==> src/rtl/sdbr_pkg.sv <==
// ----------------------------------------------------------------------------
// sdbr_pkg: shared types and constants of the sd spi-mode block reader
// phase codes, operation codes, status codes, command numbers and the
// command byte formatter
// ----------------------------------------------------------------------------
`default_nettype none

package sdbr_pkg;

	// fixed sector size of the card
	localparam int unsigned BLOCK_BYTES = 512;
	localparam int unsigned IDX_W       = 10;

	typedef enum logic [2:0] {
		PH_IDLE,
		PH_CLOCKS,
		PH_SEND,
		PH_POLL,
		PH_TOKEN,
		PH_DATA,
		PH_CRC
	} phase_t;

	// input operations
	localparam logic [1:0] OP_INIT = 2'd0;
	localparam logic [1:0] OP_READ = 2'd1;
	localparam logic [1:0] OP_BYTE = 2'd2;
	localparam logic [1:0] OP_TICK = 2'd3;

	// completion status
	localparam logic [2:0] ST_OK         = 3'd0;
	localparam logic [2:0] ST_NO_IDLE    = 3'd1;
	localparam logic [2:0] ST_NOT_READY  = 3'd2;
	localparam logic [2:0] ST_READ_FAIL  = 3'd3;
	localparam logic [2:0] ST_NO_TOKEN   = 3'd4;

	// card commands
	localparam logic [5:0] CMD_GO_IDLE  = 6'd0;
	localparam logic [5:0] CMD_IF_COND  = 6'd8;
	localparam logic [5:0] CMD_READ     = 6'd17;
	localparam logic [5:0] CMD_SEND_OP  = 6'd41;
	localparam logic [5:0] CMD_APP      = 6'd55;

	// bus constants
	localparam logic [7:0] CMD_PREFIX   = 8'h40;
	localparam logic [7:0] CRC_GO_IDLE  = 8'h95;
	localparam logic [7:0] CRC_IF_COND  = 8'h87;
	localparam logic [7:0] FILL_BYTE    = 8'hFF;
	localparam logic [7:0] DATA_TOKEN   = 8'hFE;
	localparam logic [7:0] R1_IDLE      = 8'h01;
	localparam logic [7:0] R1_READY     = 8'h00;
	localparam logic [2:0] CMD_LEN      = 3'd6;

	// configuration register indexes
	localparam logic REG_INIT_TIMEOUT = 1'b0;
	localparam logic REG_READ_TIMEOUT = 1'b1;

	// one result beat
	typedef struct packed {
		logic       tx_valid;
		logic [7:0] tx_byte;
		logic       chip_select_n;
		logic       fast_clock;
		logic       data_valid;
		logic [7:0] data_byte;
		logic       last;
		logic       done_res;
		logic [2:0] status;
		logic       busy_res;
	} result_t;

	// byte idx of a six-byte command frame: prefix, argument msb first, crc
	function automatic logic [7:0] cmd_byte(input logic [2:0] idx, input logic [5:0] cmd,
			input logic [31:0] arg);
		logic [7:0] b;
		case (idx)
			3'd0: b = CMD_PREFIX | {2'b00, cmd};
			3'd1: b = arg[31:24];
			3'd2: b = arg[23:16];
			3'd3: b = arg[15:8];
			3'd4: b = arg[7:0];
			default: begin
				if (cmd == CMD_GO_IDLE)
					b = CRC_GO_IDLE;
				else if (cmd == CMD_IF_COND)
					b = CRC_IF_COND;
				else
					b = FILL_BYTE;
			end
		endcase
		return b;
	endfunction

endpackage

`default_nettype wire

==> src/rtl/sd_spi_mode_block_reader.sv <==
// ----------------------------------------------------------------------------
// sd_spi_mode_block_reader: host-side sd card spi-mode init and block read
// drives a byte-wide spi master one beat at a time, runs the card init
// sequence and reads single 512-byte sectors
// ----------------------------------------------------------------------------
// Every input beat (start init, start read, received spi byte or timer tick)
// produces exactly one result beat. The block takes one input beat per clock:
// the state update and the result are computed in the same cycle and land in
// a single result register, so the result shows in the next cycle and the
// sustained rate is one beat per clock as long as out_ready is high. When the
// result register is full and out_ready is low, in_ready drops until it is
// taken. Configuration (cfg_write, cfg_index, cfg_data) is applied at once;
// index 0 is the init timeout in ticks, index 1 the read timeout in ticks.
`default_nettype none

module sd_spi_mode_block_reader #(
	parameter int unsigned IDLE_BYTES     = 10,
	parameter int unsigned RESPONSE_POLLS = 256
) (
	input  wire logic        clk,
	input  wire logic        arst_n,

	// configuration writes
	input  wire logic        cfg_write,
	input  wire logic        cfg_index,
	input  wire logic [15:0] cfg_data,

	// input beats
	input  wire logic        in_valid,
	output logic             in_ready,
	input  wire logic [1:0]  operation,
	input  wire logic [22:0] sector,
	input  wire logic [7:0]  rx_byte,

	// result beats
	output logic             out_valid,
	input  wire logic        out_ready,
	output logic             tx_valid,
	output logic [7:0]       tx_byte,
	output logic             chip_select_n,
	output logic             fast_clock,
	output logic             data_valid,
	output logic [7:0]       data_byte,
	output logic             last,
	output logic             done_res,
	output logic [2:0]       status,
	output logic             busy_res
);

	localparam int unsigned POLL_W = $clog2(RESPONSE_POLLS);
	localparam int unsigned IDX_W  = sdbr_pkg::IDX_W;

	localparam logic [POLL_W-1:0] POLL_LAST = POLL_W'(RESPONSE_POLLS - 1);
	localparam logic [IDX_W-1:0]  IDLE_CNT  = IDX_W'(IDLE_BYTES);
	localparam logic [IDX_W-1:0]  BLK_CNT   = IDX_W'(sdbr_pkg::BLOCK_BYTES);

	// configuration registers
	logic [15:0] init_limit_q;
	logic [15:0] read_limit_q;

	// control state
	sdbr_pkg::phase_t   phase_q, phase_n;
	logic [IDX_W-1:0]   idx_q, idx_n;
	logic [POLL_W-1:0]  poll_q, poll_n;
	logic [5:0]         cmd_q, cmd_n;
	logic [31:0]        arg_q, arg_n;
	logic [15:0]        ticks_q, ticks_n;
	logic               fast_q, fast_n;
	logic               csn_q, csn_n;

	// result register
	sdbr_pkg::result_t  res_q, res_n;
	logic               out_valid_q;

	logic               accept;
	logic               busy;
	logic [IDX_W-1:0]   idx_inc;
	logic [2:0]         send_idx;

	assign in_ready = !out_valid_q || out_ready;
	assign accept   = in_valid && in_ready;
	assign busy     = (phase_q != sdbr_pkg::PH_IDLE);
	assign idx_inc  = idx_q + IDX_W'(1);
	assign send_idx = idx_q[2:0] + 3'd1;

	always_ff @(posedge clk or negedge arst_n) begin
		if (!arst_n) begin
			init_limit_q <= 16'd2000;
			read_limit_q <= 16'd300;
		end else if (cfg_write) begin
			if (cfg_index == sdbr_pkg::REG_INIT_TIMEOUT)
				init_limit_q <= cfg_data;
			else
				read_limit_q <= cfg_data;
		end
	end

	// next state and result of one beat
	always_comb begin
		phase_n = phase_q;
		idx_n   = idx_q;
		poll_n  = poll_q;
		cmd_n   = cmd_q;
		arg_n   = arg_q;
		ticks_n = ticks_q;
		fast_n  = fast_q;
		csn_n   = csn_q;
		res_n   = '0;

		case (operation)
			sdbr_pkg::OP_INIT: begin
				if (!busy) begin
					fast_n  = 1'b0;
					csn_n   = 1'b1;
					phase_n = sdbr_pkg::PH_CLOCKS;
					idx_n   = '0;
					poll_n  = '0;
					ticks_n = '0;
					res_n.tx_valid = 1'b1;
					res_n.tx_byte  = sdbr_pkg::FILL_BYTE;
				end
			end
			sdbr_pkg::OP_READ: begin
				if (!busy) begin
					csn_n   = 1'b0;
					ticks_n = '0;
					cmd_n   = sdbr_pkg::CMD_READ;
					arg_n   = {sector, 9'd0};
					phase_n = sdbr_pkg::PH_SEND;
					idx_n   = '0;
					poll_n  = '0;
					res_n.tx_valid = 1'b1;
					res_n.tx_byte  = sdbr_pkg::cmd_byte(3'd0, sdbr_pkg::CMD_READ,
						{sector, 9'd0});
				end
			end
			sdbr_pkg::OP_BYTE: begin
				if (busy) begin
					res_n.tx_valid = 1'b1;
					res_n.tx_byte  = sdbr_pkg::FILL_BYTE;
					case (phase_q)
						sdbr_pkg::PH_CLOCKS: begin
							idx_n = idx_inc;
							if (idx_inc >= IDLE_CNT) begin
								// idle clocks done, select and go to idle state
								csn_n   = 1'b0;
								ticks_n = '0;
								cmd_n   = sdbr_pkg::CMD_GO_IDLE;
								arg_n   = '0;
								phase_n = sdbr_pkg::PH_SEND;
								idx_n   = '0;
								poll_n  = '0;
								res_n.tx_byte = sdbr_pkg::cmd_byte(3'd0,
									sdbr_pkg::CMD_GO_IDLE, 32'd0);
							end
						end
						sdbr_pkg::PH_SEND: begin
							if (send_idx < sdbr_pkg::CMD_LEN) begin
								idx_n = idx_inc;
								res_n.tx_byte = sdbr_pkg::cmd_byte(send_idx, cmd_q, arg_q);
							end else begin
								phase_n = sdbr_pkg::PH_POLL;
								idx_n   = '0;
								poll_n  = '0;
							end
						end
						sdbr_pkg::PH_POLL: begin
							if (!rx_byte[7] || poll_q == POLL_LAST) begin
								poll_n = '0;
								// response byte in hand
								if (cmd_q == sdbr_pkg::CMD_GO_IDLE) begin
									if (rx_byte == sdbr_pkg::R1_IDLE) begin
										ticks_n = '0;
										cmd_n   = sdbr_pkg::CMD_APP;
									end else if (ticks_q > init_limit_q) begin
										cmd_n = cmd_q;
									end else begin
										cmd_n = sdbr_pkg::CMD_GO_IDLE;
									end
									if (rx_byte != sdbr_pkg::R1_IDLE && ticks_q > init_limit_q) begin
										phase_n = sdbr_pkg::PH_IDLE;
										idx_n   = '0;
										csn_n   = 1'b1;
										fast_n  = 1'b1;
										res_n.tx_valid = 1'b0;
										res_n.tx_byte  = '0;
										res_n.done_res = 1'b1;
										res_n.status   = sdbr_pkg::ST_NO_IDLE;
									end else begin
										arg_n   = '0;
										phase_n = sdbr_pkg::PH_SEND;
										idx_n   = '0;
										res_n.tx_byte = sdbr_pkg::cmd_byte(3'd0, cmd_n, 32'd0);
									end
								end else if (cmd_q == sdbr_pkg::CMD_APP) begin
									// app command response is not checked
									cmd_n   = sdbr_pkg::CMD_SEND_OP;
									arg_n   = '0;
									phase_n = sdbr_pkg::PH_SEND;
									idx_n   = '0;
									res_n.tx_byte = sdbr_pkg::cmd_byte(3'd0,
										sdbr_pkg::CMD_SEND_OP, 32'd0);
								end else if (cmd_q == sdbr_pkg::CMD_SEND_OP) begin
									if (rx_byte == sdbr_pkg::R1_READY || ticks_q > init_limit_q) begin
										phase_n = sdbr_pkg::PH_IDLE;
										idx_n   = '0;
										csn_n   = 1'b1;
										fast_n  = 1'b1;
										res_n.tx_valid = 1'b0;
										res_n.tx_byte  = '0;
										res_n.done_res = 1'b1;
										res_n.status   = (rx_byte == sdbr_pkg::R1_READY) ?
											sdbr_pkg::ST_OK : sdbr_pkg::ST_NOT_READY;
									end else begin
										cmd_n   = sdbr_pkg::CMD_APP;
										arg_n   = '0;
										phase_n = sdbr_pkg::PH_SEND;
										idx_n   = '0;
										res_n.tx_byte = sdbr_pkg::cmd_byte(3'd0,
											sdbr_pkg::CMD_APP, 32'd0);
									end
								end else begin
									// block read command
									if (rx_byte == sdbr_pkg::R1_READY) begin
										phase_n = sdbr_pkg::PH_TOKEN;
										ticks_n = '0;
									end else if (ticks_q > read_limit_q) begin
										phase_n = sdbr_pkg::PH_IDLE;
										idx_n   = '0;
										csn_n   = 1'b1;
										res_n.tx_valid = 1'b0;
										res_n.tx_byte  = '0;
										res_n.done_res = 1'b1;
										res_n.status   = sdbr_pkg::ST_READ_FAIL;
									end else begin
										cmd_n   = sdbr_pkg::CMD_READ;
										phase_n = sdbr_pkg::PH_SEND;
										idx_n   = '0;
										res_n.tx_byte = sdbr_pkg::cmd_byte(3'd0,
											sdbr_pkg::CMD_READ, arg_q);
									end
								end
							end else begin
								poll_n = poll_q + POLL_W'(1);
							end
						end
						sdbr_pkg::PH_TOKEN: begin
							if (rx_byte == sdbr_pkg::DATA_TOKEN) begin
								phase_n = sdbr_pkg::PH_DATA;
								idx_n   = '0;
							end else if (rx_byte != sdbr_pkg::FILL_BYTE ||
									ticks_q > read_limit_q) begin
								phase_n = sdbr_pkg::PH_IDLE;
								idx_n   = '0;
								poll_n  = '0;
								csn_n   = 1'b1;
								res_n.tx_valid = 1'b0;
								res_n.tx_byte  = '0;
								res_n.done_res = 1'b1;
								res_n.status   = sdbr_pkg::ST_NO_TOKEN;
							end
						end
						sdbr_pkg::PH_DATA: begin
							res_n.data_valid = 1'b1;
							res_n.data_byte  = rx_byte;
							idx_n = idx_inc;
							if (idx_inc >= BLK_CNT) begin
								res_n.last = 1'b1;
								phase_n    = sdbr_pkg::PH_CRC;
								idx_n      = '0;
							end
						end
						sdbr_pkg::PH_CRC: begin
							idx_n = idx_inc;
							if (idx_inc >= IDX_W'(2)) begin
								phase_n = sdbr_pkg::PH_IDLE;
								idx_n   = '0;
								poll_n  = '0;
								csn_n   = 1'b1;
								res_n.tx_valid = 1'b0;
								res_n.tx_byte  = '0;
								res_n.done_res = 1'b1;
								res_n.status   = sdbr_pkg::ST_OK;
							end
						end
						default: begin
							res_n.tx_valid = 1'b0;
							res_n.tx_byte  = '0;
						end
					endcase
				end
			end
			default: begin
				// tick: saturating timeout counter
				if (busy && ticks_q != 16'hFFFF)
					ticks_n = ticks_q + 16'd1;
			end
		endcase

		res_n.chip_select_n = csn_n;
		res_n.fast_clock    = fast_n;
		res_n.busy_res      = (phase_n != sdbr_pkg::PH_IDLE);
	end

	always_ff @(posedge clk or negedge arst_n) begin
		if (!arst_n) begin
			phase_q     <= sdbr_pkg::PH_IDLE;
			idx_q       <= '0;
			poll_q      <= '0;
			cmd_q       <= '0;
			arg_q       <= '0;
			ticks_q     <= '0;
			fast_q      <= 1'b0;
			csn_q       <= 1'b1;
			out_valid_q <= 1'b0;
		end else begin
			if (accept) begin
				phase_q     <= phase_n;
				idx_q       <= idx_n;
				poll_q      <= poll_n;
				cmd_q       <= cmd_n;
				arg_q       <= arg_n;
				ticks_q     <= ticks_n;
				fast_q      <= fast_n;
				csn_q       <= csn_n;
				out_valid_q <= 1'b1;
			end else if (out_ready) begin
				out_valid_q <= 1'b0;
			end
		end
	end

	// result payload, no reset needed
	always_ff @(posedge clk) begin
		if (accept)
			res_q <= res_n;
	end

	assign out_valid     = out_valid_q;
	assign tx_valid      = res_q.tx_valid;
	assign tx_byte       = res_q.tx_byte;
	assign chip_select_n = res_q.chip_select_n;
	assign fast_clock    = res_q.fast_clock;
	assign data_valid    = res_q.data_valid;
	assign data_byte     = res_q.data_byte;
	assign last          = res_q.last;
	assign done_res      = res_q.done_res;
	assign status        = res_q.status;
	assign busy_res      = res_q.busy_res;

endmodule

`default_nettype wire
==> config.mk <==
export PLATFORM = sky130hd
export DESIGN_NAME = sd_spi_mode_block_reader
export DESIGN_NICKNAME = d
export VERILOG_FILES = /design/src/rtl/sdbr_pkg.sv /design/src/rtl/sd_spi_mode_block_reader.sv
export SDC_FILE = /design/constraint.sdc
export NUM_CORES = 1
export LEC_CHECK = 0
export ABC_AREA = 0
export BUFFER_PORTS_ARGS = -buffer_cell sky130_fd_sc_hd__buf_2
export CORE_MARGIN = 5
export CORE_UTILIZATION = 60
export CTS_CLUSTER_DIAMETER = 80
export DETAILED_ROUTE_END_ITERATION = 6
export PLACE_DENSITY = 0.87
export SLEW_MARGIN = 20
export SYNTH_ARGS = -nofsm -noshare
export SYNTH_HDL_FRONTEND = slang
export SYNTH_SLANG_ARGS = --single-unit
==> constraint.sdc <==
create_clock -name clk -period 7.2 [get_ports clk]
set_input_delay 0.36 -clock clk [delete_from_list [all_inputs] [get_ports clk]]
set_output_delay 0.36 -clock clk [all_outputs]
set_load 0.005 [all_outputs]
* Yosys cells after proc, flatten, opt, wreduce, memory -nomap -nowiden
Cells that the tools add are included.
** Operators by class
- Add/sub/neg operators :: 4
- Order comparisons :: 6
- Equal/unequal tests :: 44
- Muxes and demuxes :: 151
- Bitwise gates (word level) :: 1
- Reductions and logical operators :: 30
** Operator list (number)
- $mux W32 :: 9
- $mux W16 :: 10
- $mux W10 :: 14
- $pmux W32 S2 :: 2
- $mux W9 :: 10
- $mux W8 :: 11
- $pmux W8 S5 :: 2
- $mux W6 :: 12
- $pmux W16 S2 :: 2
- $pmux W10 S6 :: 1
- $pmux W8 S6 :: 1
- $mux W4 :: 11
- $mux W3 :: 14
- $mux W7 :: 5
- $gt A16 B16 Y1 :: 2
- $mux W1 :: 31
- $reduce_and A10 Y1 :: 3
- $pmux W9 S3 :: 1
- $ne A4 B4 Y1 const B :: 6
- $pmux W6 S2 :: 2
- $pmux W10 S2 :: 1
- $ne A3 B3 Y1 const B :: 6
- $ne A6 B6 Y1 const B :: 3
- $pmux W3 S6 :: 1
- other kinds (48) :: 76
** Word-level totals
- Bits in registers :: 136
- Input port bits :: 55
- Output and inout bits :: 28
- Logic and storage cells :: 257

* Depth between registers and ports, before layout
Gate-level depths: netlist of run 1.
- Depth after elaboration :: 11
- Mapped depth :: 12
- Mapped depth without buffers :: 10

* Worst setup path before layout of run 1
OpenSTA, ideal clock, no wires.
- Path type :: flip-flop to flip-flop
- Start point :: register ticks_q[13]
- End point :: register res_q (netlist bit chip_select_n), data pin
- Library setup time :: 0.267 ns
- Data arrival time :: 2.626 ns
- Data required time :: 6.933 ns
- Setup slack :: 4.307 ns
- Cell stages (with the launch flop) :: 10
- Buffers on the path :: 0
- Period minus slack after synthesis :: 2.893 ns
- Cells stage by stage :: dfrtp_1 > ha_1 > a21o_1 > a21o_1 > a2111oi_4 > a31oi_4 > a2111o_1 > and3_1 > o311ai_1 > a21oi_1
** On the way
- Longest elaborated chain between the ends :: 10
- Elaborated cells on any way between the ends :: 18
- Classes of those cells :: order compare: 2; mux: 13; reduce/logical: 3
** Ends and longest elaborated chain
- from (decl) :: line sd_spi_mode_block_reader.sv:67 : logic [15:0] ticks_q, ticks_n;
- from (signal assigned) :: line sd_spi_mode_block_reader.sv:323 : ticks_q <= ticks_n;
- $gt A16 B16 Y1, on equally long branches
- $mux W1 / $logic_or A1 B1 Y1 (equally long branches) :: line sd_spi_mode_block_reader.sv:227, sd_spi_mode_block_reader.sv:204
- $mux W1, on equally long branches :: line sd_spi_mode_block_reader.sv:224, sd_spi_mode_block_reader.sv:204
- $mux W1 :: line sd_spi_mode_block_reader.sv:203 : end else if (cmd_q == sdbr_pkg::CMD_SEND_OP) begin
- $mux W1 :: line sd_spi_mode_block_reader.sv:195 : end else if (cmd_q == sdbr_pkg::CMD_APP) begin
- $mux W1 :: line sd_spi_mode_block_reader.sv:171 : if (cmd_q == sdbr_pkg::CMD_GO_IDLE) begin
- $mux W1 :: line sd_spi_mode_block_reader.sv:168 : if (!rx_byte[7] || poll_q == POLL_LAST) begin
- $pmux W1 S4 (*) :: line sd_spi_mode_block_reader.sv:141 : case (phase_q)
- $mux W1 (*) :: line sd_spi_mode_block_reader.sv:138 : if (busy) begin
- $pmux W1 S3 (*) :: line sd_spi_mode_block_reader.sv:110 : case (operation)
- via csn_n :: line sd_spi_mode_block_reader.sv:69 : logic csn_q, csn_n;
- to (signal assigned) :: line sd_spi_mode_block_reader.sv:336 : res_q <= res_n;
- to (decl) :: line sd_spi_mode_block_reader.sv:72 : sdbr_pkg::result_t res_q, res_n;
Mark *: on every way through the listed nets, which the timed path passes. The rest lies on a longest branch.
A chain may end at the register's enable or synchronous reset.

* Worst setup path after layout of run 1
- Start point :: register idx_q[1]
- End point :: register ticks_q[7]
** On the way
- Longest elaborated chain between the ends :: 4
** Ends and longest elaborated chain
- from (decl) :: line sd_spi_mode_block_reader.sv:63 : logic [IDX_W-1:0] idx_q, idx_n;
- from (signal assigned) :: line sd_spi_mode_block_reader.sv:319 : idx_q <= idx_n;
- $add A10 B1 Y10 :: line sd_spi_mode_block_reader.sv:83 : assign idx_inc = idx_q + IDX_W'(1);
- $ge A10 B4 Y1 :: line sd_spi_mode_block_reader.sv:144 : if (idx_inc >= IDLE_CNT) begin
- $ne A3 B3 Y1 (no line)
- $reduce_and A11 Y1 (no line)
No other way between the ends.

==> impl_metrics.csv, run 1 <==
group,metric,value,unit
run_status,outcome,"finished, final reports clean",
placed_design,placed_cell_area,8380,um2
power_and_ir_drop,p_per_area,318,nW/um2
sta,fmax,265,MHz
detailed_routing,drt_first_iter_violations,972,
yosys,synth_top_area_share,0.285,
detailed_routing,firstDrtPassIters,6,
critical_path,cp.arrival,4.13,ns
yosys,ys_dominant_reg_cell,"dfrtp_1",
yosys,synth_cell_types,94,
detailed_routing,wirelength,20400,um
detailed_routing,post-route-drc-count,0,
clocking,cts_buffer_depth,2,
yosys,synthArstFlopShare,0.795,
hold_path,hold_class,"primary input to flop",
floorplan,core,13100,um2
grt,grt_max_degree,54,
critical_path,crit_cells,9,
critical_path,start_kind,"flop",
clocking,clkTransAtPathRegs,0.05,ns
detailed_routing,wl_per_cell,18.6,um
floorplan,die_area,15600,um2
critical_path,r2r_slack,3.43,ns
finish,layout.area.seq,3320,um2
floorplan,core.rowCount,42,
critical_path,worstPathRequired,7.56,ns
clocking,htreeDepth,4,
detailed_routing,vias,7129,
yosys,yosys.area.top_type,"dfrtp_1",
yosys,syn-num-nets,940,
clocking,clk_latency,0.43,ns
sta,rsz0062_at_grt,"false",
critical_path,worstPathCellList,"ha_1 -> xor2_1 -> o311ai_0 -> o21ai_1 -> a211oi_1 -> o32ai_2 -> nand2_1 -> o21ai_0 -> a22o_1",
sta,period_share,0.523,
power_and_ir_drop,ir_drop,0.000177,V
clocking,cts_made_buffers,17,
sta,tns,0,ns
placed_design,dp_hpwl,14300,um
grt,track_usage,0.261,
yosys,syn-cell-area,7910,um2
clocking,cts_resized,0,
yosys,yosysWarningCount,0,
sta,hold_viol,0,
sta,finalMaxSlewViolations,0,
floorplan,die_height,125,um
floorplan,initial_core_util,0.604,
grt,antenna_found_initial,0,
sta,worstMarginPinSlew,1.10,ns
critical_path,end_kind,"flop",
critical_path,r2r-end,"ticks_q[7]$_DFFE_PN0P_",
yosys,ys_seq_elements,127,
sta,finalCriticalPeriod,3.77,ns
critical_path,reg2reg_depth,9,
detailed_routing,vias_per_cell,6.50,
grt,grt_pass1_wl,33400,um
critical_path,slowest_delay,0.76,ns
finish,multiInputGateArea,4220,um2
placed_design,gp_congestion,0.998,
flow_run,cap_violations,0,
sta,skew,0.00711,ns
finish,design_area,9030,um2
hold_path,min_path_cells,3,
power_and_ir_drop,p_leak,3.96,nW
yosys,synth_seq_area_share,0.420,
grt,grt-ovfl-total,0,
critical_path,crit_fanout,20,
critical_path,critPathSlowestCell,"xor2_1",
yosys,synth_edf_count,26,
yosys,synthTopCellsByArea,"dfrtp_1 28%, edfxtp_1 9.9%, ha_1 6.8%",
floorplan,die_w,125,um
clocking,clock_sinks,127,
finish,final_nets,1005,
hold_path,hold_end,"init_limit_q[1]$_DFFE_PN0P_",
critical_path,worst-path-buf-inv,0,
hold_path,min-delay-start,"cfg_data[1]",
yosys,syn_inst,842,
floorplan,ios,83,
clocking,post_cts_buffers,0,
sta,setup_viol,0,
sta,max-slew-margin-rel,0.268,
detailed_routing,ant_nets,0,
critical_path,critPathTopFamily,"compound AO/OA/AOI/OAI gates",
placed_design,port_buffers,82,
yosys,syn_avg_cell_area,9.39,um2
clocking,cts_tree,"yes",
clocking,root_buffer,"clkbuf_16",
finish,fillCellCount,945,
finish,drive_gt1_frac,0.196,
finish,area_growth,14.2,%
critical_path,critical_path_class,"flop to flop",
critical_path,rr_startpoint,"idx_q[1]$_DFFE_PN0P_",
grt,grt_pass1_vias,6681,
finish,diodes,0,
==> power by group <==
part | internal [W] | leakage [nW] | switching [W] | total (W)
registers | 0.000878 | 1.52 | 0.000168 | 0.00105
clock network | 0.000619 | 0.309 | 0.000318 | 0.000937
logic | 0.000368 | 2.14 | 0.000525 | 0.000893
==> worst min-delay path, delay by kind of cell <==
| kind | cells | cell delay (ns) |
|---|---|---|
| AOI/OAI and AO/OA | 1 | 0.06 |
| buffers and inverters | 1 | 0.08 |
| and+or+nand+nor | 1 | 0.04 |
==> final cells by class <==
class | count | area share
clock buffers | 20 | 0.0495
clock inverters | 12 | 0.0209
inverters | 45 | 0.0187
multi-input cells | 628 | 0.468
flip-flops and latches | 127 | 0.368
well taps | 176 | 0.0244
repair buffers | 88 | 0.0510
==> how the worst max path moves through the flow <==
stage,from,endpoint
after floorplan,ticks_q[13]$_DFFE_PN0P_,chip_select_n$_DFFE_PP_
after global placement,idx_q[1]$_DFFE_PN0P_,ticks_q[5]$_DFFE_PN0P_
after detailed placement,idx_q[1]$_DFFE_PN0P_,ticks_q[5]$_DFFE_PN0P_
after CTS,idx_q[1]$_DFFE_PN0P_,ticks_q[7]$_DFFE_PN0P_
after global routing,idx_q[1]$_DFFE_PN0P_,ticks_q[7]$_DFFE_PN0P_
final,idx_q[1]$_DFFE_PN0P_,ticks_q[7]$_DFFE_PN0P_
==> synth_stat cells, drive strengths merged, types with 11 or more instances <==
cell type / instances
nand3: 29
nor3: 20
nand2: 98
buf: 13
and3: 18
edfxtp: 26
dfstp: 11
o21ai: 73
mux2: 22
ha: 43
a21oi: 50
a22o: 34
clkbuf: 29
a31oi: 14
inv: 43
a21o: 13
nor2: 53
dfrtp: 90
nand4: 13
==> routing by layer <==
| metal | share of wire | global-route usage |
|---|---|---|
| met2 | 0.47 | 0.409 |
| met3 | 0.086 | 0.0545 |
| met5 | 0 | 0 |
| met4 | 0.027 | 0.0877 |
| met1 | 0.42 | 0.362 |
==> state kept, by name (all words and copies together), names as in the netlist, 3 cells and up <==
signal / flops
init_limit_q: 16
cmd_q: 6
arg_q: 23
idx_q: 10
phase_q: 3
read_limit_q: 16
status: 3
data_byte: 8
poll_q: 8
tx_byte: 8
ticks_q: 16
==> timing repair <==
| action | CTS | global route |
|---|---|---|
| setup endpoints to repair | 0 | 0 |
| endpoints found under the hold margin | 38 | 0 |
| hold buffers | 1 | 0 |
==> cells by family (layout without fill, tap and decap cells) <==
group	after synthesis	after routing	share of synthesized area
AOI/OAI and AO/OA	257	257	0.231
and+or+nand+nor	296	296	0.191
DFF	127	127	0.420
adders and majority gates	43	43	0.0681
muxes	29	29	0.0402
xor gates and xnor gates	3	3	0.00332
buffers and inverters	87	165	0.0467
==> metrics by stage <==
stage               total power, W  std cells  setup WS [ns]  hold WS [ns]   util
global route               0.00302       1096           3.09         0.159  0.690
finish                     0.00288       1096           3.43         0.149  0.690
detailed placement         0.00191       1063           3.53         0.409  0.640
floorplan                  0.00166        842           4.31        0.0644      -
CTS                        0.00285       1096           3.51         0.143  0.690
global placement           0.00187       1063           3.80         0.410  0.640
==> cells in the final DEF, fill, tap and decap left out, types with 7 or more instances in the layout <==
master	synthesis	layout
nor2_1	53	53
o21ai_0	68	68
a21oi_1	50	50
nand2b_1	9	9
ha_1	43	43
and2_1	7	7
nand2_1	98	98
mux2i_1	7	7
dfrtp_1	90	90
a22oi_1	9	9
nand3_1	29	29
nand4_1	11	11
or3_1	9	9
inv_1	43	43
and3_1	18	18
buf_2	8	81
edfxtp_1	26	26
a22o_1	34	34
a31oi_1	13	13
a21o_1	11	11
mux2_2	22	22
clkbuf_16	0	17
dfstp_2	11	11
nor3_1	17	17
Power figures use the tool's default switching activity.
==> inputs of run 2 (changes only) <==
==> constraint.sdc (replaced) <==
create_clock -name clk -period 3.8 [get_ports clk]
set_input_delay 0.19 -clock clk [delete_from_list [all_inputs] [get_ports clk]]
set_output_delay 0.19 -clock clk [all_outputs]
set_load 0.005 [all_outputs]
==> impl_metrics.csv, run 2 (synthesis results as in run 1) <==
group,metric,value,unit
grt,grt_pass1_vias,6700,
floorplan,die_height,125,um
detailed_routing,wl_per_cell,18.3,um
finish,multiInputGateArea,4220,um2
power_and_ir_drop,combPwrFrac,0.334,
hold_path,hold_class,"primary input to flop",
power_and_ir_drop,sw_frac_of_total,0.368,
placed_design,post-place-cells,1075,
hold_path,min-delay-start,"cfg_data[9]",
floorplan,initial_core_util,0.604,
power_and_ir_drop,p_leak,4.13,nW
flow_run,cap_violations,0,
finish,layout_common_cells,"98 x nand2_1, 90 x dfrtp_1, 81 x buf_2",
hold_path,min_path_cells,3,
finish,instances_no_fill,1142,
critical_path,reg2reg_depth,9,
critical_path,worstPathCellList,"inv_1 -> ha_1 -> a21o_2 -> o21ai_0 -> a31oi_4 -> a2111o_1 -> a31oi_1 -> or2_4 -> o21ai_1",
clocking,htreeDepth,4,
critical_path,worstPathRequired,4.11,ns
hold_path,hold_end,"init_limit_q[9]$_DFFE_PN1P_",
finish,area_growth,19.0,%
clocking,cts_resized,0,
run_status,outcome,"finished, final reports clean",
clocking,cts_made_buffers,17,
clocking,cts_hold_buf,35,
clocking,cts_buffer_depth,2,
finish,largest_register_ff_count,23,
critical_path,cp.arrival,3.73,ns
floorplan,die_area,15600,um2
grt,grt-ovfl-total,0,
power_and_ir_drop,p_per_area,570,nW/um2
detailed_routing,wirelength,20900,um
detailed_routing,firstDrtPassIters,6,
sta,max-slew-margin-rel,0.324,
placed_design,port_buffers,82,
clocking,cts_tree,"yes",
power_and_ir_drop,ir_drop,0.000305,V
finish,drive_gt1_frac,0.203,
power_and_ir_drop,seqPwrFrac,0.367,
clocking,clkTransAtPathRegs,0.06,ns
critical_path,r2r_slack,0.38,ns
grt,grt_max_degree,83,
finish,fillCellCount,892,
critical_path,rr_startpoint,"read_limit_q[3]$_DFFE_PN1P_",
detailed_routing,drt_first_iter_violations,908,
placed_design,gp_congestion,0.970,
clocking,clk_latency,0.44,ns
floorplan,die_w,125,um
sta,finalCriticalPeriod,3.42,ns
clocking,clock_sinks,127,
detailed_routing,post-route-drc-count,0,
floorplan,core.rowCount,42,
grt,track_usage,0.270,
finish,final_common_cell,"nand2_1",
sta,period_share,0.899,
finish,top_register,"arg_q",
sta,tns,0,ns
power_and_ir_drop,switching_power,0.00197,W
sta,fmax,293,MHz
finish,final_nets,1051,
floorplan,ios,83,
sta,setup_viol,0,
sta,rsz0062_at_grt,"false",
power_and_ir_drop,cell_internal_pwr,0.00339,W
clocking,root_buffer,"clkbuf_16",
finish,diodes,0,
critical_path,worst-path-buf-inv,1,
power_and_ir_drop,p_clk_frac,0.299,
critical_path,r2r-end,"poll_q[5]$_DFFE_PN0P_",
critical_path,end_kind,"flop",
sta,skew,0.0119,ns
sta,hold_viol,0,
floorplan,core,13100,um2
critical_path,start_kind,"flop",
finish,layout.area.seq,3320,um2
sta,worstMarginPinSlew,1.01,ns
clocking,post_cts_buffers,0,
grt,antenna_found_initial,0,
critical_path,critical_path_class,"flop to flop",
detailed_routing,ant_nets,0,
detailed_routing,vias_per_cell,6.37,
detailed_routing,vias,7277,
critical_path,slowest_delay,0.62,ns
critical_path,critPathTopFamily,"compound AO/OA/AOI/OAI gates",
placed_design,dp_hpwl,14500,um
critical_path,critPathSlowestCell,"a31oi_1",
critical_path,crit_fanout,11,
sta,finalMaxSlewViolations,0,
grt,grt_pass1_wl,34300,um
-- run 2: cell type report --
type,count,area share
sequential,127,0.353
inverter,45,0.0180
timing repair buffer,134,0.0951
clock inverter,14,0.0152
tap,176,0.0234
multi-input combinational,628,0.448
clock buffer,18,0.0467
-- run 2: tightest hold or removal path, cell delays in order --
cell     delay (ns)
buf_2          0.11
nand2_1        0.04
o21ai_0        0.08
-- run 2: stage by stage --
stage	power [W]	setup slack [ns]	instance area [um2]	hold WS [ns]	utilization
floorplan	0.00315	0.907	7910	-0.106	-
global placement	0.00360	0.509	8470	0.401	0.647
detailed placement	0.00365	0.435	8470	0.408	0.647
CTS	0.00530	0.421	9400	0.00000633	0.718
global route	0.00563	0.198	9400	0.0109	0.719
finish	0.00536	0.383	9400	0.00240	0.719
-- run 2: worst max-delay path by stage --
stage	from	to	cells after the start
2_1_floorplan	ticks_q[13]$_DFFE_PN0P_	chip_select_n$_DFFE_PP_	9
3_3_place_gp	ticks_q[13]$_DFFE_PN0P_	poll_q[0]$_DFFE_PN0P_	9
3_5_place_dp	ticks_q[13]$_DFFE_PN0P_	poll_q[5]$_DFFE_PN0P_	9
4_1_cts	ticks_q[13]$_DFFE_PN0P_	poll_q[5]$_DFFE_PN0P_	9
5_1_grt	ticks_q[15]$_DFFE_PN0P_	poll_q[5]$_DFFE_PN0P_	9
6_report	read_limit_q[3]$_DFFE_PN1P_	poll_q[5]$_DFFE_PN0P_	9
-- run 2: power by group through the flow --
| stage | clock, W | sequential, W | combinational [W] |
|---|---|---|---|
| final | 0.00160 | 0.00197 | 0.00179 |
| after CTS | 0.00160 | 0.00195 | 0.00174 |
| after detailed placement | 0 | 0.00197 | 0.00169 |
| after floorplan | 0 | 0.00185 | 0.00130 |
| after global routing | 0.00167 | 0.00200 | 0.00197 |
| after global placement | 0 | 0.00195 | 0.00164 |
-- run 2: metal layers --
layer | wire length [um] | up-vias | GRT usage | part of all wire
li1 | - | 3368 | - | -
met2 | 9600 | 384 | 0.405 | 0.46
met5 | 0 | - | 0 | 0
met3 | 1970 | 56 | 0.0609 | 0.094
met4 | 534 | 0 | 0.0961 | 0.026
met1 | 8830 | 3469 | 0.385 | 0.42
==> inputs of run 3 (changes only) <==
--- a/config.mk
+++ b/config.mk
@@ -7,11 +7,13 @@
 export LEC_CHECK = 0
 export ABC_AREA = 0
 export BUFFER_PORTS_ARGS = -buffer_cell sky130_fd_sc_hd__buf_2
+export CELL_PAD_IN_SITES_DETAIL_PLACEMENT = 1
+export CELL_PAD_IN_SITES_GLOBAL_PLACEMENT = 1
 export CORE_MARGIN = 5
-export CORE_UTILIZATION = 60
+export CORE_UTILIZATION = 46
 export CTS_CLUSTER_DIAMETER = 80
 export DETAILED_ROUTE_END_ITERATION = 6
-export PLACE_DENSITY = 0.87
+export PLACE_DENSITY = 0.86
 export SLEW_MARGIN = 20
 export SYNTH_ARGS = -nofsm -noshare
 export SYNTH_HDL_FRONTEND = slang
==> constraint.sdc (replaced) <==
create_clock -name clk -period 3.6 [get_ports clk]
set_input_delay 0.18 -clock clk [delete_from_list [all_inputs] [get_ports clk]]
set_output_delay 0.18 -clock clk [all_outputs]
set_load 0.05 [all_outputs]
==> impl_metrics.csv, run 3 (synthesis results as in run 1) <==
group,metric,value,unit
run_status,outcome,"finished, final reports clean",
critical_path,r2r-end,"busy_res$_DFFE_PP_",
sta,whs,0.00158,ns
finish,largest_register_ff_count,23,
power_and_ir_drop,ir_drop,0.000367,V
critical_path,critical_path_class,"flop to flop",
sta,max-slew-margin-rel,0.401,
detailed_routing,wirelength,26600,um
grt,grt-ovfl-total,0,
sta,fmax,285,MHz
grt,antenna_found_initial,0,
sta,setup_viol,0,
grt,grt_pass1_vias,7702,
floorplan,die_w,141,um
clocking,cts_tree,"yes",
finish,area_growth,20.1,%
grt,grt_use_met2,0.436,
floorplan,core.rowCount,48,
detailed_routing,wl_per_cell,22.2,um
detailed_routing,vias,7454,
power_and_ir_drop,p_clk_frac,0.288,
critical_path,r2r_slack,0.09,ns
hold_path,hold_class,"primary input to flop",
grt,met3_usage,0.0478,
clocking,root_buffer,"clkbuf_16",
sta,period_share,0.974,
clocking,cts_made_buffers,17,
hold_path,min-delay-start,"cfg_data[5]",
power_and_ir_drop,seqPwrFrac,0.346,
detailed_routing,post-route-drc-count,0,
power_and_ir_drop,report.power.total,0.00597,W
detailed_routing,firstDrtPassIters,7,
clocking,clk_latency,0.43,ns
clocking,clock_sinks,127,
grt,track_usage,0.268,
detailed_routing,drt_first_iter_violations,610,
detailed_routing,ant_nets,0,
clocking,clkTransAtPathRegs,0.06,ns
finish,final_common_cell,"nand2_1",
floorplan,die_area,19900,um2
power_and_ir_drop,sw_frac_of_total,0.399,
critical_path,slowest_delay,0.46,ns
placed_design,placed_cell_area,8590,um2
flow_run,cap_violations,0,
grt,grt_max_degree,62,
sta,finalCriticalPeriod,3.51,ns
grt,grt_pass1_wl,42600,um
placed_design,gp_congestion,0.921,
grt,met1_usage,0.364,
floorplan,die_height,141,um
finish,layout_common_cells,"98 x nand2_1, 90 x dfrtp_1, 81 x buf_2",
power_and_ir_drop,switching_power,0.00238,W
clocking,htreeDepth,4,
critical_path,crit_fanout,7,
critical_path,worstPathCellList,"ha_1 -> nand4_1 -> nor4_4 -> a21boi_1 -> o31a_1 -> nand2_1 -> a31o_1 -> a41oi_2 -> or4b_1",
power_and_ir_drop,p_per_area,629,nW/um2
power_and_ir_drop,combPwrFrac,0.366,
floorplan,ios,83,
critical_path,start_kind,"flop",
finish,drive_gt1_frac,0.208,
critical_path,rr_startpoint,"ticks_q[14]$_DFFE_PN0P_",
finish,design_area,9500,um2
critical_path,end_kind,"flop",
finish,top_register,"arg_q",
critical_path,cp.arrival,3.67,ns
power_and_ir_drop,p_leak,4.16,nW
power_and_ir_drop,cell_internal_pwr,0.00359,W
sta,finalMaxSlewViolations,0,
finish,final_nets,1056,
hold_path,hold_end,"init_limit_q[5]$_DFFE_PN0P_",
clocking,cts_buffer_depth,2,
sta,hold_viol,0,
placed_design,port_buffers,82,
detailed_routing,vias_per_cell,6.23,
floorplan,core,17100,um2
finish,multiInputGateArea,4230,um2
critical_path,critPathSlowestCell,"dfrtp_1",
critical_path,worstPathRequired,3.77,ns
critical_path,reg2reg_depth,9,
floorplan,initial_core_util,0.463,
finish,layout.area.seq,3320,um2
sta,skew,0.00885,ns
finish,fillCellCount,1964,
grt,top_usage_layer,"met2",
finish,diodes,0,
sta,worstMarginPinSlew,0.894,ns
placed_design,dp_hpwl,17500,um
hold_path,min_path_cells,3,
## run 3: worst max path at each step
stage / start / endpoint / slack (ns) / cells past startpoint
after global routing: ticks_q[14]$_DFFE_PN0P_ / busy_res$_DFFE_PP_ / -0.03 / 9
after detailed placement: ticks_q[14]$_DFFE_PN0P_ / busy_res$_DFFE_PP_ / -0.04 / 9
after floorplan: out_valid$_DFFE_PN0P_ / phase_q[2]$_DFFE_PN0P_ / 0.65 / 5
final: ticks_q[14]$_DFFE_PN0P_ / busy_res$_DFFE_PP_ / 0.09 / 9
after global placement: ticks_q[14]$_DFFE_PN0P_ / busy_res$_DFFE_PP_ / 0.04 / 9
after CTS: ticks_q[14]$_DFFE_PN0P_ / busy_res$_DFFE_PP_ / 0.08 / 9
## run 3: metrics by stage
step	TNS (ns)	instances	setup WS, ns	util
global route	-0.0466	1196	-0.0255	0.557
CTS	0	1195	0.0786	0.556
floorplan	0	842	0.655	-
detailed placement	-0.0354	1132	-0.0354	0.504
global placement	0	1132	0.0394	0.504
finish	0	1196	0.0936	0.557
## run 3: power groups by stage
| stage | sequential [W] | clock, W | combinational, W |
|---|---|---|---|
| 2_1_floorplan | 0.00205 | 0 | 0.00137 |
| 3_5_place_dp | 0.00206 | 0 | 0.00200 |
| 4_1_cts | 0.00204 | 0.00172 | 0.00209 |
| 6_report | 0.00207 | 0.00172 | 0.00219 |
| 5_1_grt | 0.00210 | 0.00180 | 0.00237 |
| 3_3_place_gp | 0.00204 | 0 | 0.00193 |
## run 3: timing repair
action	in CTS	in global routing
endpoints found under the hold margin	83	1
gates resized for setup	2	1
pin swaps	0	1
setup endpoints to repair	2	2
hold buffers	31	1
buffers inserted	0	0
## run 3: layout make-up
class,count,share of cell area
timing repair buffer,139,0.0970
clock buffer,17,0.0448
tap,225,0.0296
multi-input combinational,628,0.446
inverter,45,0.0178
clock inverter,15,0.0153
sequential,127,0.350
## run 3: metal layers
metal | wire length, um | up-vias | share of wire
met1 | 11600 | 3718 | 0.44
met5 | 0 | - | 0
li1 | - | 3377 | -
met3 | 1530 | 62 | 0.058
met2 | 12800 | 297 | 0.48
met4 | 654 | 0 | 0.025
## run 3: critical path: cells and delay by family (launching register included)
kind	cells	cell delay (ns)
and+or+nand+nor	4	1.28
AOI/OAI and AO/OA	4	1.13
adders and majority gates	1	0.38
DFF	1	0.46
